--- src/hdl/ohmi_queue.sv ---
// ohmi_queue: short register queue between the front and back parts
// no dependencies
`timescale 1ns / 1ps
`default_nettype none

module ohmi_queue #(
	parameter int WIDTH = 8,
	parameter int DEPTH = 4,
	localparam int AW = (DEPTH > 1) ? $clog2(DEPTH) : 1
) (
	input  wire logic             clk,
	input  wire logic             arst_n,
	input  wire logic             push,
	input  wire logic [WIDTH-1:0] din,
	output logic                  full,
	input  wire logic             pop,
	output logic                  valid,
	output logic      [WIDTH-1:0] dout
);

	logic [WIDTH-1:0] ent_q [DEPTH];
	logic [AW-1:0]    wp_q;
	logic [AW-1:0]    rp_q;
	logic [AW:0]      cnt_q;

	assign full  = (cnt_q == (AW+1)'(DEPTH));
	assign valid = (cnt_q != '0);
	assign dout  = ent_q[rp_q];

	always_ff @(posedge clk) begin
		if (push) begin
			ent_q[wp_q] <= din;
		end
	end

	always_ff @(posedge clk or negedge arst_n) begin
		if (!arst_n) begin
			wp_q  <= '0;
			rp_q  <= '0;
			cnt_q <= '0;
		end else begin
			if (push) begin
				wp_q <= (wp_q == AW'(DEPTH - 1)) ? '0 : wp_q + AW'(1);
			end
			if (pop) begin
				rp_q <= (rp_q == AW'(DEPTH - 1)) ? '0 : rp_q + AW'(1);
			end
			if (push && !pop) begin
				cnt_q <= cnt_q + (AW+1)'(1);
			end else if (pop && !push) begin
				cnt_q <= cnt_q - (AW+1)'(1);
			end
		end
	end

endmodule

`default_nettype wire

--- config.mk ---
export PLATFORM = sky130hd
export DESIGN_NAME = ohmi_queue
export DESIGN_NICKNAME = d
export VERILOG_FILES = /design/src/hdl/ohmi_queue.sv
export SDC_FILE = /design/constraint.sdc
export NUM_CORES = 1
export LEC_CHECK = 0
export ABC_AREA = 1
export BUFFER_PORTS_ARGS = -buffer_cell sky130_fd_sc_hd__buf_2
export CAP_MARGIN = 20
export CORE_ASPECT_RATIO = 2
export CORE_MARGIN = 4
export CORE_UTILIZATION = 56
export CTS_CLUSTER_DIAMETER = 40
export DETAILED_ROUTE_END_ITERATION = 10
export PLACE_DENSITY = 0.78
export SLEW_MARGIN = 20
export SYNTH_ARGS = -nofsm -noshare
export SYNTH_HDL_FRONTEND = slang
export SYNTH_SLANG_ARGS = --single-unit
--- constraint.sdc ---
create_clock -name clk -period 1.85 [get_ports clk]
set_clock_uncertainty 0.15 [all_clocks]
set_input_delay 0.0925 -clock clk [delete_from_list [all_inputs] [get_ports clk]]
set_output_delay 0.0925 -clock clk [all_outputs]
set_load 0.005 [all_outputs]
-- Word-level counts from Yosys, hierarchy flattened
Memory sizes are Yosys's and may differ from the RTL's.
Index checks and enable logic that the tools add are counted.
- bits in registers: 7
- bits in writable memories: 32
- memories kept: 1
- $add $sub $neg: 4
- equal/unequal tests: 3
- mux-type cells: 6
- reductions and logical operators: 6
- memories (memory ; words ; bits a word ; read ports ; clocked after Yosys merged registers in ; wr ports ; RTL line ; RTL):
    ent_q ; 4 ; 8 ; 1 ; 0 ; 1 ; 21 ; logic [WIDTH-1:0] ent_q [DEPTH];
- operators by type and width (cell ; count):
    $mux W3 ; 2
    $add A2 B1 Y2 const B ; 2
    $eq A2 B2 Y1 const B ; 2
    $mux W2 ; 2
    $add A3 B1 Y3 const B ; 1
    $eq A3 B3 Y1 const B ; 1
    $reduce_bool A3 Y1 ; 1
    $sub A3 B1 Y3 const B ; 1
    $logic_and A1 B1 Y1 ; 2
    $logic_not A1 Y1 ; 2
    $mux W1 ; 2
    $reduce_bool A2 Y1 ; 1

-- Depth between registers and ports, before layout
- word-level depth: 4
- depth in mapped cells: 9
- mapped depth without buffers: 9

-- Worst setup path after synthesis
Ideal clock, no wire load.
- kind: register to register
- from: reg cnt_q[0]
- to: reg cnt_q[2]
- library setup time: 0.117 ns
- arrival time: 1.083 ns
- required time: 1.583 ns
- slack: 0.500 ns
- cell stages (with the launch flop): 6
- path buffers: 0
- clock period less this slack: 1.350 ns
- path through: dfrtp_1 > fa_1 > nand2_1 > nand3_1 > nand2_1 > nand2_1
- longest elaborated chain between the ends: 3
- elaborated cells on any way between the ends: 4
- ends and longest elaborated chain (item ; RTL line ; RTL):
    start, declared ; 24 ; logic [AW:0] cnt_q;
    start signal, assigned ; 49 ; cnt_q <= cnt_q + (AW+1)'(1);
    start signal, assigned ; 51 ; cnt_q <= cnt_q - (AW+1)'(1);
    $sub A3 B1 Y3 ; 51 ;
    $mux W3 ; 50 ; end else if (pop && !push) begin
    $mux W3 (*) ; 48 ; if (push && !pop) begin
Every way passes the cells marked *; elsewhere a longest branch is shown, timed or not. The select of a mux whose other input is x is not followed.
A chain may end at the register's enable or synchronous reset.

-- Worst setup path after layout
- from: in pop
- to: reg cnt_q[2]
- longest elaborated chain between the ends: 3
- elaborated cells on any way between the ends: 5
- ends and longest elaborated chain (item ; RTL line ; RTL):
    start, declared ; 16 ; input wire logic pop,
    $logic_not A1 Y1 ; 48 ;
    $logic_and A1 B1 Y1 ; 48 ;
    $mux W3 / $reduce_bool A2 Y1 (equally long branches) ; -- ;
Several ways; a longest one is shown, not always the timed one.

==> flow_metrics.env <==
export IMPL_insertion_delay_ns=0.29
export IMPL_met3_usage=0.04412
export IMPL_max_freq_mhz=579.5
export IMPL_coreArea_mm2=0.002943
export IMPL_setup_tns_ns=0
export IMPL_synth_area_top_cells="edfxtp_1 56%, dfrtp_1 10%, nand2_1 8.6%"
export IMPL_worst_ep_arrival_time_ns=1.76
export IMPL_cp_end_kind="flop"
export IMPL_gr_usage_met1=0.1963
export IMPL_drc=0
export IMPL_fillers=223
export IMPL_postCtsSetupBuffers=0
export IMPL_fin_crit_ns=1.726
export IMPL_grt_ovfl_total=0
export IMPL_finalCritPeriodShare=0.9328
export IMPL_stdcell_count=211
export IMPL_crit_top_cell="inv_1"
export IMPL_rsz0062_at_grt="false"
export IMPL_synth_top_cell_by_area="edfxtp_1"
export IMPL_crit_path_top_delay_cell="dlygate4sd3_1"
export IMPL_cts_sinks=39
export IMPL_netlist_instances=145
export IMPL_grt_pass1_vias=1196
export IMPL_wl_mm=3.177
export IMPL_grt_use_total=0.1932
export IMPL_criticalPathCategory="input port to flop"
export IMPL_antennaDiodeCount=0
export IMPL_cpPeakStageDelay_ns=0.53
export IMPL_critPathTopFamily="buffers and inverters"
export IMPL_hold_viol=0
export IMPL_start_util=0.5795
export IMPL_yosysSeqAreaShare=0.6662
export IMPL_clock_tree_buffer_depth=2
export IMPL_place_gp_congestion=0.7245
export IMPL_synth_cell_types=17
export IMPL_cp_depth=10
export IMPL_via_count=1118
export IMPL_crit_chain="dlygate4sd3_1 -> buf_2 -> inv_1 -> ha_1 -> inv_1 -> fa_1 -> inv_1 -> nand2_1 -> nand4_1 -> nand2_1"
export IMPL_critical_path_max_fanout=5
export IMPL_syn_cell_area_mm2=0.001705
export IMPL_critPathLaunchType="input port"
export IMPL_tightest_slew_ns=0.4522
export IMPL_antenna_found_initial=0
export IMPL_drv_slew=0
export IMPL_drt_first_pass_iters=4
export IMPL_cts_tree="built"
export IMPL_yosys_area_top_type_share=0.5635
export IMPL_drtIter0Drc=22
export IMPL_grt_pass1_wl_mm=5.333
export IMPL_vias_per_cell=5.299
export IMPL_hold_path_class="input port to asynchronous set/reset pin"
export IMPL_status="finished clean"
export IMPL_htreeDepth=2
export IMPL_syn_num_nets=164
export IMPL_fp_dieH_um=86.04
export IMPL_avgSynthCellArea_um2=11.76
export IMPL_reg2regPathDepth=5
export IMPL_top_usage_layer="met2"
export IMPL_ios=22
export IMPL_ys_warn_count=0
export IMPL_ant_nets=0
export IMPL_ys_ff_latch=39
export IMPL_setup_viol=0
export IMPL_path_buf_inv=5
export IMPL_final_nets=199
export IMPL_root_buffer="clkbuf_8"
export IMPL_grt_max_degree=34
export IMPL_dp_cells=192
export IMPL_dieArea_mm2=0.004046
export IMPL_clkTransAtPathRegs_ns=0.07
export IMPL_layout_drive_gt1_share=0.1768
export IMPL_crit_required_ns=1.89
export IMPL_areaGrowthSynthToFinish_pct=20.84
export IMPL_p_per_area_mw_per_mm2=1462
export IMPL_met2_usage=0.3358
export IMPL_avgRoutedWirePerCell_um=15.06
export IMPL_numPortBuffers=21
export IMPL_numCtsBuffers=5
export IMPL_ir_worst_vdd_mv=1.010
export IMPL_die_width_um=47.02
export IMPL_power_leakage_uw=0.0009283
export IMPL_drv_cap=0
export IMPL_rows=28
export IMPL_maxSlewHeadroom=0.6985
export IMPL_hpwl_mm=2.262
power by group:
| part | switching [uW] | total [uW] | internal, uW |
|---|---|---|---|
| Combinational | 509 | 853 | 344 |
| Sequential | 151 | 1320 | 1170 |
| Clock | 306 | 844 | 538 |
final timing paths:
check	end	from	slack [ns]
max	cnt_q[2]	pop	0.12
min	cnt_q[2]	arst_n	0.01
max reg2reg	cnt_q[2]	cnt_q[0]	0.36
min reg2reg	cnt_q[2]	cnt_q[2]	0.35
max in group asynchronous	wp_q[0]	arst_n	1.38
min in group clk	cnt_q[2]	cnt_q[2]	0.35
registers in the layout (all words and copies together), names as in the netlist:
register and count:
cnt_q 3, wp_q 2, rp_q 2, ent_q 32
cell usage in the layout, fill, tap and decap left out:
cell and count:
a21oi_1 1, buf_2 20, bufinv_16 2, clkbuf_4 1
clkbuf_8 5, clkinvlp_4 1, dfrtp_1 7, dlygate4sd3_1 11
edfxtp_1 32, fa_1 1, ha_1 6, inv_1 27
inv_2 1, inv_4 1, nand2_1 38, nand2_2 1
nand3_1 1, nand4_1 1, nor2_1 2, nor3_1 1
o211ai_1 16, o21ai_0 4, xnor2_1 1
metrics by stage:
stage               total power [uW]  hold WS, ns  setup slack [ns]  cell area (um^2)    util
detailed placement              2165      -0.2126            0.3518              1807  0.6139
floorplan                       1892      -0.3531            0.5000              1705       -
global route                    3224      0.03315          0.002439              2061  0.7003
global placement                2088      -0.2194            0.4365              1807  0.6139
CTS                             3027     0.008324           0.08072              2053  0.6977
finish                          3013      0.01073            0.1244              2061  0.7003
cells in the mapped netlist:
library cell and number:
fa_1 1, inv_2 2, o211ai_1 16, dfrtp_1 7, xnor2_1 1, nand2_1 39, a21oi_1 1, buf_6 3
nand4_1 1, nor3_1 1, edfxtp_1 32, nor2_1 2, nand3_1 1, buf_4 1, ha_1 6, o21ai_0 4
inv_1 27
per-layer routing:
| metal | vias to the layer above | share of wire |
|---|---|---|
| met5 | - | 0 |
| met4 | 0 | 0.028 |
| met3 | 10 | 0.027 |
| met2 | 22 | 0.58 |
| met1 | 530 | 0.37 |
| li1 | 556 | - |
cells by family after synthesis:
logic type,after synthesis,synth area share
compound gates,21,0.08511
xor+xnor,1,0.005137
fa+ha+maj,7,0.05576
buf+inv,33,0.08804
flops,39,0.6662
simple gates,44,0.09978
area by class of cell:
type                       count  area, um^2  share of cell area
clock buffer                   5       68.82             0.03339
clock inverter                 3       67.56             0.03279
inverter                      29       111.4             0.05404
multi-input combinational     73       421.7              0.2046
sequential                    39        1136              0.5513
tap                           30       37.54             0.01821
timing repair buffer          32       217.7              0.1056
what timing repair did:
action / in CTS / in global routing
setup endpoints to repair: 0 / 9
hold buffers: 11 / 0
endpoints found under the hold margin: 43 / 0
resized for setup: 0 / 4
Note: power is estimated with default switching activity, not from simulation.
