$ cat config.mk
export PLATFORM = sky130hd
export DESIGN_NAME = ohmi_front
export DESIGN_NICKNAME = d
export VERILOG_FILES = /design/src/hdl/ohmi_pkg.sv /design/src/hdl/ohmi_front.sv
export SDC_FILE = /design/constraint.sdc
export NUM_CORES = 1
export LEC_CHECK = 0
export BUFFER_PORTS_ARGS = -buffer_cell sky130_fd_sc_hd__buf_2
export CORE_ASPECT_RATIO = 1.1
export CORE_MARGIN = 5
export CORE_UTILIZATION = 35
export CTS_BUF_LIST = sky130_fd_sc_hd__clkbuf_4
export DETAILED_ROUTE_END_ITERATION = 8
export PLACE_DENSITY_LB_ADDON = 0.3
export SLEW_MARGIN = 15
export SYNTH_ARGS = -nofsm -noshare
export SYNTH_HDL_FRONTEND = slang
export SYNTH_SLANG_ARGS = --single-unit
$ cat constraint.sdc
create_clock -name clk -period 2 [get_ports clk]
set_clock_uncertainty 0.15 [all_clocks]
set_input_delay 0.2 -clock clk [delete_from_list [all_inputs] [get_ports clk]]
set_output_delay 0.2 -clock clk [all_outputs]
set_load 0.005 [all_outputs]
$ cat src/hdl/ohmi_pkg.sv
// ohmi_pkg: shared types, codes and constants of the hex mesh indexer
// no dependencies; imported by ohmi_front, ohmi_back, the top level and the bench
`timescale 1ns / 1ps
`default_nettype none

package ohmi_pkg;

	localparam int MAX_COLUMNS_DEF = 256;
	localparam int MAX_ROWS_DEF    = 256;

	localparam int         CFG_W      = 9;
	localparam logic [8:0] COLS_RESET = 9'd256;

	localparam int VTX_W  = 18;
	localparam int VOX_W  = 16;
	localparam int VCNT_W = 17;
	localparam int LAT_W  = 9;

	localparam int QUEUE_DEPTH = 4;

	// emit sequence: slots 0..7, then the pair above, then the pair to the left
	localparam logic [3:0] IDX_LAST_SLOT = 4'd7;
	localparam logic [3:0] IDX_UP        = 4'd8;
	localparam logic [3:0] IDX_LEFT      = 4'd9;

	typedef enum logic [1:0] {
		RK_CORNER = 2'd0,
		RK_ADJ    = 2'd1,
		RK_ERROR  = 2'd2
	} res_kind_t;

	typedef enum logic {
		OP_CELL  = 1'b0,
		OP_CLEAR = 1'b1
	} op_t;

	typedef enum logic [1:0] {
		ST_CLEAR,
		ST_IDLE,
		ST_DECIDE,
		ST_EMIT
	} be_state_t;

	typedef struct packed {
		res_kind_t         kind;
		logic [2:0]        slot;
		logic [VTX_W-1:0]  vert;
		logic              is_new;
		logic [LAT_W-1:0]  lcol;
		logic [LAT_W-1:0]  lrow;
		logic              layer;
		logic [VOX_W-1:0]  vox;
		logic [VOX_W-1:0]  nb;
		logic              last;
	} result_t;

	// corner slots 1, 2, 5 and 6 sit on the right edge of the cell
	function automatic logic slot_right(input logic [2:0] s);
		return (s[1:0] == 2'd1) || (s[1:0] == 2'd2);
	endfunction

	// corner slots 2, 3, 6 and 7 sit on the bottom edge of the cell
	function automatic logic slot_bottom(input logic [2:0] s);
		return s[1];
	endfunction

endpackage

`default_nettype wire

$ cat src/hdl/ohmi_front.sv
// ohmi_front: accepts bitmap items, tracks raster position and flags cells outside limits
// depends on ohmi_pkg
`timescale 1ns / 1ps
`default_nettype none

module ohmi_front
	import ohmi_pkg::*;
#(
	parameter int MAX_COLUMNS = MAX_COLUMNS_DEF,
	parameter int MAX_ROWS    = MAX_ROWS_DEF,
	localparam int CW   = $clog2(MAX_COLUMNS + 1),
	localparam int RW   = $clog2(MAX_ROWS + 1),
	localparam int QW   = 4 + CW + RW,
	localparam int CMPW = (CW > CFG_W) ? CW : CFG_W
) (
	input  wire logic             clk,
	input  wire logic             arst_n,
	input  wire logic [CFG_W-1:0] cfg_cols,
	input  wire logic             in_valid,
	output logic                  in_ready,
	input  wire logic             in_cmd,
	input  wire logic             in_occ,
	input  wire logic             in_eor,
	input  wire logic             busy,
	input  wire logic             q_full,
	output logic                  q_push,
	output logic      [QW-1:0]    q_data
);

	logic [CW-1:0] col_q;
	logic [RW-1:0] row_q;
	logic          err;
	op_t           op;

	assign in_ready = !q_full && !busy;
	assign q_push   = in_valid && in_ready;
	assign op       = in_cmd ? OP_CLEAR : OP_CELL;

	assign err = (CMPW'(col_q) >= CMPW'(cfg_cols)) ||
	             (col_q >= CW'(MAX_COLUMNS)) ||
	             (row_q >= RW'(MAX_ROWS));

	assign q_data = {op, in_occ, in_eor, err, col_q, row_q};

	always_ff @(posedge clk or negedge arst_n) begin
		if (!arst_n) begin
			col_q <= '0;
			row_q <= '0;
		end else if (q_push) begin
			if (op == OP_CLEAR) begin
				col_q <= '0;
				row_q <= '0;
			end else if (in_eor) begin
				col_q <= '0;
				if (row_q < RW'(MAX_ROWS)) begin
					row_q <= row_q + RW'(1);
				end
			end else if (col_q < CW'(MAX_COLUMNS)) begin
				col_q <= col_q + CW'(1);
			end
		end
	end

endmodule

`default_nettype wire

== Word level (Yosys, flattened, before mapping) ==
Cells that the tools add are included.

* Bits of input ports: 17
* Word-level logic and storage cells: 27
* Memories kept: 0
* Bits in writable memories: 0
* Flip-flop bits (word level): 18
* ROM bits: 0
* Latch bits: 0

* Div/mod/pow operators: 0
* Multiplexer cells: 7
* Add/subtract/negate cells: 2
* Eq/ne operators: 0
* Reductions and logical operators: 11
* Order comparisons: 5
* Bitwise logic cells: 0
* Shifts and indexed selects: 0
* $mul: 0

{| class="wikitable"
|+ Operators with widths
! operator !! count
|-
| $mux 9 || 6
|-
| $add 9x1->9 const B || 2
|-
| $ge 9x9->1 const B || 2
|-
| $lt 9x9->1 const B || 2
|-
| $ge 9x9->1 || 1
|-
| $reduce_bool 2->1 || 2
|-
| $reduce_and 3->1 || 1
|-
| $reduce_bool 3->1 || 1
|-
| $logic_and 1x1->1 || 2
|-
| $logic_not 1->1 || 2
|-
| $logic_or 1x1->1 || 2
|-
| $reduce_and 2->1 || 1
|-
| $mux 1 || 1
|}

== Longest topological paths before layout ==
* Word-level depth: 4
* Depth in mapped cells: 7
* Mapped depth without buffers: 6

== Least setup slack after synthesis ==
No wires, ideal clock.

* Path kind: register -> output
* Start point: register col_q[8]
* End point: output port q_data[18]
* Slack: 305 ps
* Required time: 1650 ps
* Cell stages (with the launch flop): 5
* Arrival: 1345 ps
* Cell sequence: dfrtp_1 ha_1 a2111oi_0 o21ai_0 buf_4

* Cells in the longest elaborated chain, start to end: 3
* Elaborated cells between the ends (all ways): 4
* Those cells by class: 2 x order compare; 2 x reduce/logical

{| class="wikitable"
|+ RTL lines
! what !! RTL line !! source
|-
| start, declared || ohmi_front.sv:30 || <nowiki>logic [CW-1:0] col_q;</nowiki>
|-
| start signal, assigned || ohmi_front.sv:59 || <nowiki>col_q <= col_q + CW'(1);</nowiki>
|-
| $ge 9x9->1, on equally long branches || ohmi_front.sv:39, ohmi_front.sv:40 ||
|-
| $logic_or 1x1->1 * || ohmi_front.sv:39 || <nowiki>assign err = (CMPW'(col_q) >= CMPW'(cfg_cols)) ||</nowiki>
|-
| $logic_or 1x1->1 * || ohmi_front.sv:40 || <nowiki>(col_q >= CW'(MAX_COLUMNS)) ||</nowiki>
|-
| end, declared || ohmi_front.sv:27 || <nowiki>output logic [QW-1:0] q_data</nowiki>
|}

Mark *: on every way between the ends. The rest lies on a longest branch, timed or not.

== Worst setup path in the final report ==
* Start point: register col_q[4]
* End point: output port q_data[18]

Same word-level chain as after synthesis.

==> metrics.txt <==
status finished, final reports clean; mean area per synthesized cell 8.767 um^2; # diodes 0; RR Endpoint row_q[6]; clk root buf clkbuf_4; PD cells 530.0 nW/um^2; die width 66.87 um; largest net degree at the start of global routing 19; LEAKAGE about 0.83 nW; Synthesized Nets 170; hpwl dp 2379 um; CP endpoint kind output port; hold endpoint col_q[3]; ANT nets after route 0; post-route cell area around 1600 um^2; Arrival @ worst endpoint about 1.6 ns; Fin Setup TNS 0 ns; dpl cells roughly 220; flops & latches, synth 18; CP required roughly 1.7 ns; final-report hold violation count 0; max incr delay on CP 0.40 ns; r2r setup slk 0.22 ns; largest family of logic cells by synthesized area simple AND/OR/NAND/NOR gates; post-synthesis compound-gate area fraction 0.1960; Clock transition at path regs roughly 0.10 ns; Layout fillers 356; Yosys warnings 0; WL final 3136 um; area of the multi-input gates ~700 um^2; Initial DRC Count 28; WHS Path Cells 4; share of cells above drive strength 1 0.3172; first-pass GRT wire length 5264 um; fin cells 234; worst slew pin tran 0.4369 ns; crit-path cells ha_1 -> a21oi_2 -> o21ai_0 -> a21oi_2 -> o21ai_1 -> buf_2; most numerous cell on the critical path a21oi_2; max-slew violation count 0; DR WL/cell between 10 and 15 um; post-synthesis simple-gate area fraction 0.2070; R2R Path Start row_q[8]; Max VDD drop 0.2733 mV; most common cell after layout, fill and taps aside buf_2; vias in the first global route 1177; CTS tree done; Netlist cell types 34; CTS max path bufs 2; GPL Wtd Cong 0.8823; CP max stage cell dfrtp_1; synthesized instance count 142; CP startpoint kind flip-flop; CP top delay family compound AO/OA/AOI/OAI gates; initial antenna violation count 0; synth-to-layout area growth 25.63%; Highest Clock Rate 0.5219 GHz; kind of critical path reg2out; vias post-DR roughly 1200; worst hold start in_eor; Placed Area 1464 um^2; flip-flop and latch area 451.7 um^2; most frequent cells in the layout 38 x buf_2, 17 x dfrtp_1, 15 x o21ai_0, 14 x nand2_1, 11 x ha_1; Final Cycle Share 0.9580; H-tree depth 1; grt ovf 0; Max-Cap Viols 0; number of clock sinks 18; IO buf count 38; Worst Hold Class in2reg; synthesized-area fraction occupied by adder cells 0.1106; XOR/XNOR Fraction of Synth Area 0.02111; RSZ-0062 raised after global routing false; DR pass1 iterations 4; Row Count 22; Die Span Y about 73 um; Die ar. 4851 um^2; Final min period 1.916 ns; Vias/cell 5.226; mapped cell area 1245 um^2; CP Max Fanout 2; total CTS buffers 3; IO Pins 41; Relative slew margins 0.7081; initial core utilization 0.3677; core footprint 3386 um^2; Clock Latency Late Sink just under 0.3 ns; post-synthesis sequential area ratio 0.3618; mux share of post-synthesis cell area 0.01709; drt drc 0; GRT Overall Usage 0.1367; buffers plus inverters on the worst setup path 1; Nets between 200 and 250; cells on worst reg2reg path 4; setup violators final 0
## sequential cells by signal (all words and copies together) (netlist names)
signal,flops
col_q,9
row_q,9
## where the power goes
part / internal, mW / leakage [nW] / total (mW) / switching (mW)
Sequential: 0.395 / 0.239 / 0.425 / 0.0307
Clock: 0.0699 / 0.0138 / 0.179 / 0.109
Combinational: 0.105 / 0.579 / 0.225 / 0.120
## logic make-up after synthesis
logic type      after synthesis
xor+xnor                      3
simple gates                 50
compound gates               39
mux                           2
flops                        18
buf+inv                      19
fa+ha+maj                    11
## synthesized netlist by cell type, drive strengths merged
cell | number | area share
o211ai | 2 | 0.012
o221ai | 1 | 0.0070
or4 | 1 | 0.0060
ha | 11 | 0.11
clkbuf | 2 | 0.0060
nor2 | 9 | 0.027
and4 | 2 | 0.014
dfrtp | 18 | 0.36
or3 | 1 | 0.0050
a31oi | 3 | 0.015
o2111ai | 3 | 0.021
clkinv | 1 | 0.013
or2 | 1 | 0.0050
inv | 10 | 0.030
a2111oi | 1 | 0.0070
mux2i | 1 | 0.0080
xor2 | 3 | 0.021
and4b | 1 | 0.0080
and2 | 2 | 0.010
or3b | 1 | 0.0070
o31ai | 4 | 0.024
o21ai | 18 | 0.081
and3 | 4 | 0.020
nand2 | 14 | 0.042
nand4 | 1 | 0.0050
mux2 | 1 | 0.0090
a21oi | 7 | 0.028
nor2b | 3 | 0.015
nand3 | 8 | 0.032
nand2b | 2 | 0.010
buf | 6 | 0.037
## area by class of cell
class / count / share of cell area
Clock buffer: 3 / 0.01440
Inverter: 11 / 0.03440
Multi-Input combinational cell: 105 / 0.4480
Sequential cell: 18 / 0.2888
Tap cell: 48 / 0.03840
Timing Repair Buffer: 49 / 0.1760
## stage by stage
step	worst slack (ns)	utilization	total power, mW	hold WS, ns
final	0.08407	0.4619	0.8290	0.1592
after CTS	0.007114	0.4531	0.8343	0.1458
after global routing	0.001304	0.4619	0.8947	0.1674
after detailed placement	0.1252	0.4324	0.6464	0.008137
after global placement	0.1698	0.4324	0.6336	0.005943
after floorplan	0.3046	-	0.5466	-0.2456
## per-layer routing
layer  wire (um)  part of all wire  track usage
met4          28            0.0089      0.04730
met2        1657              0.53       0.2401
met5           0                 0            0
met1        1277              0.41       0.1675
met3         173             0.055      0.02167
## timing repair
action,CTS,global route
setup endpoints to repair,1,1
pin swaps,0,2
endpoints found under the hold margin,18,0
cloned,0,0
buffers inserted,4,3
hold buffers,1,0
gates resized for setup,2,4
## worst reg2reg max path: cells and delay by family, from the launching register on
family	cells	cell delay, ns
AO/OA/AOI/OAI	2	0.36
flip-flops	1	0.45
AND/OR/NAND/NOR	2	0.76
## worst max-delay path by stage
stage / from / slack, ns / to / cells past startpoint
after detailed placement: busy / 0.13 / row_q[6] / 6
after global placement: busy / 0.17 / row_q[4] / 6
after CTS: col_q[4] / 0.007 / q_data[18] / 6
final: col_q[4] / 0.08 / q_data[18] / 6
after floorplan: col_q[8] / 0.30 / q_data[18] / 4
after global routing: col_q[2] / 0.001 / q_data[18] / 6
Power figures use the tool's default switching activity.
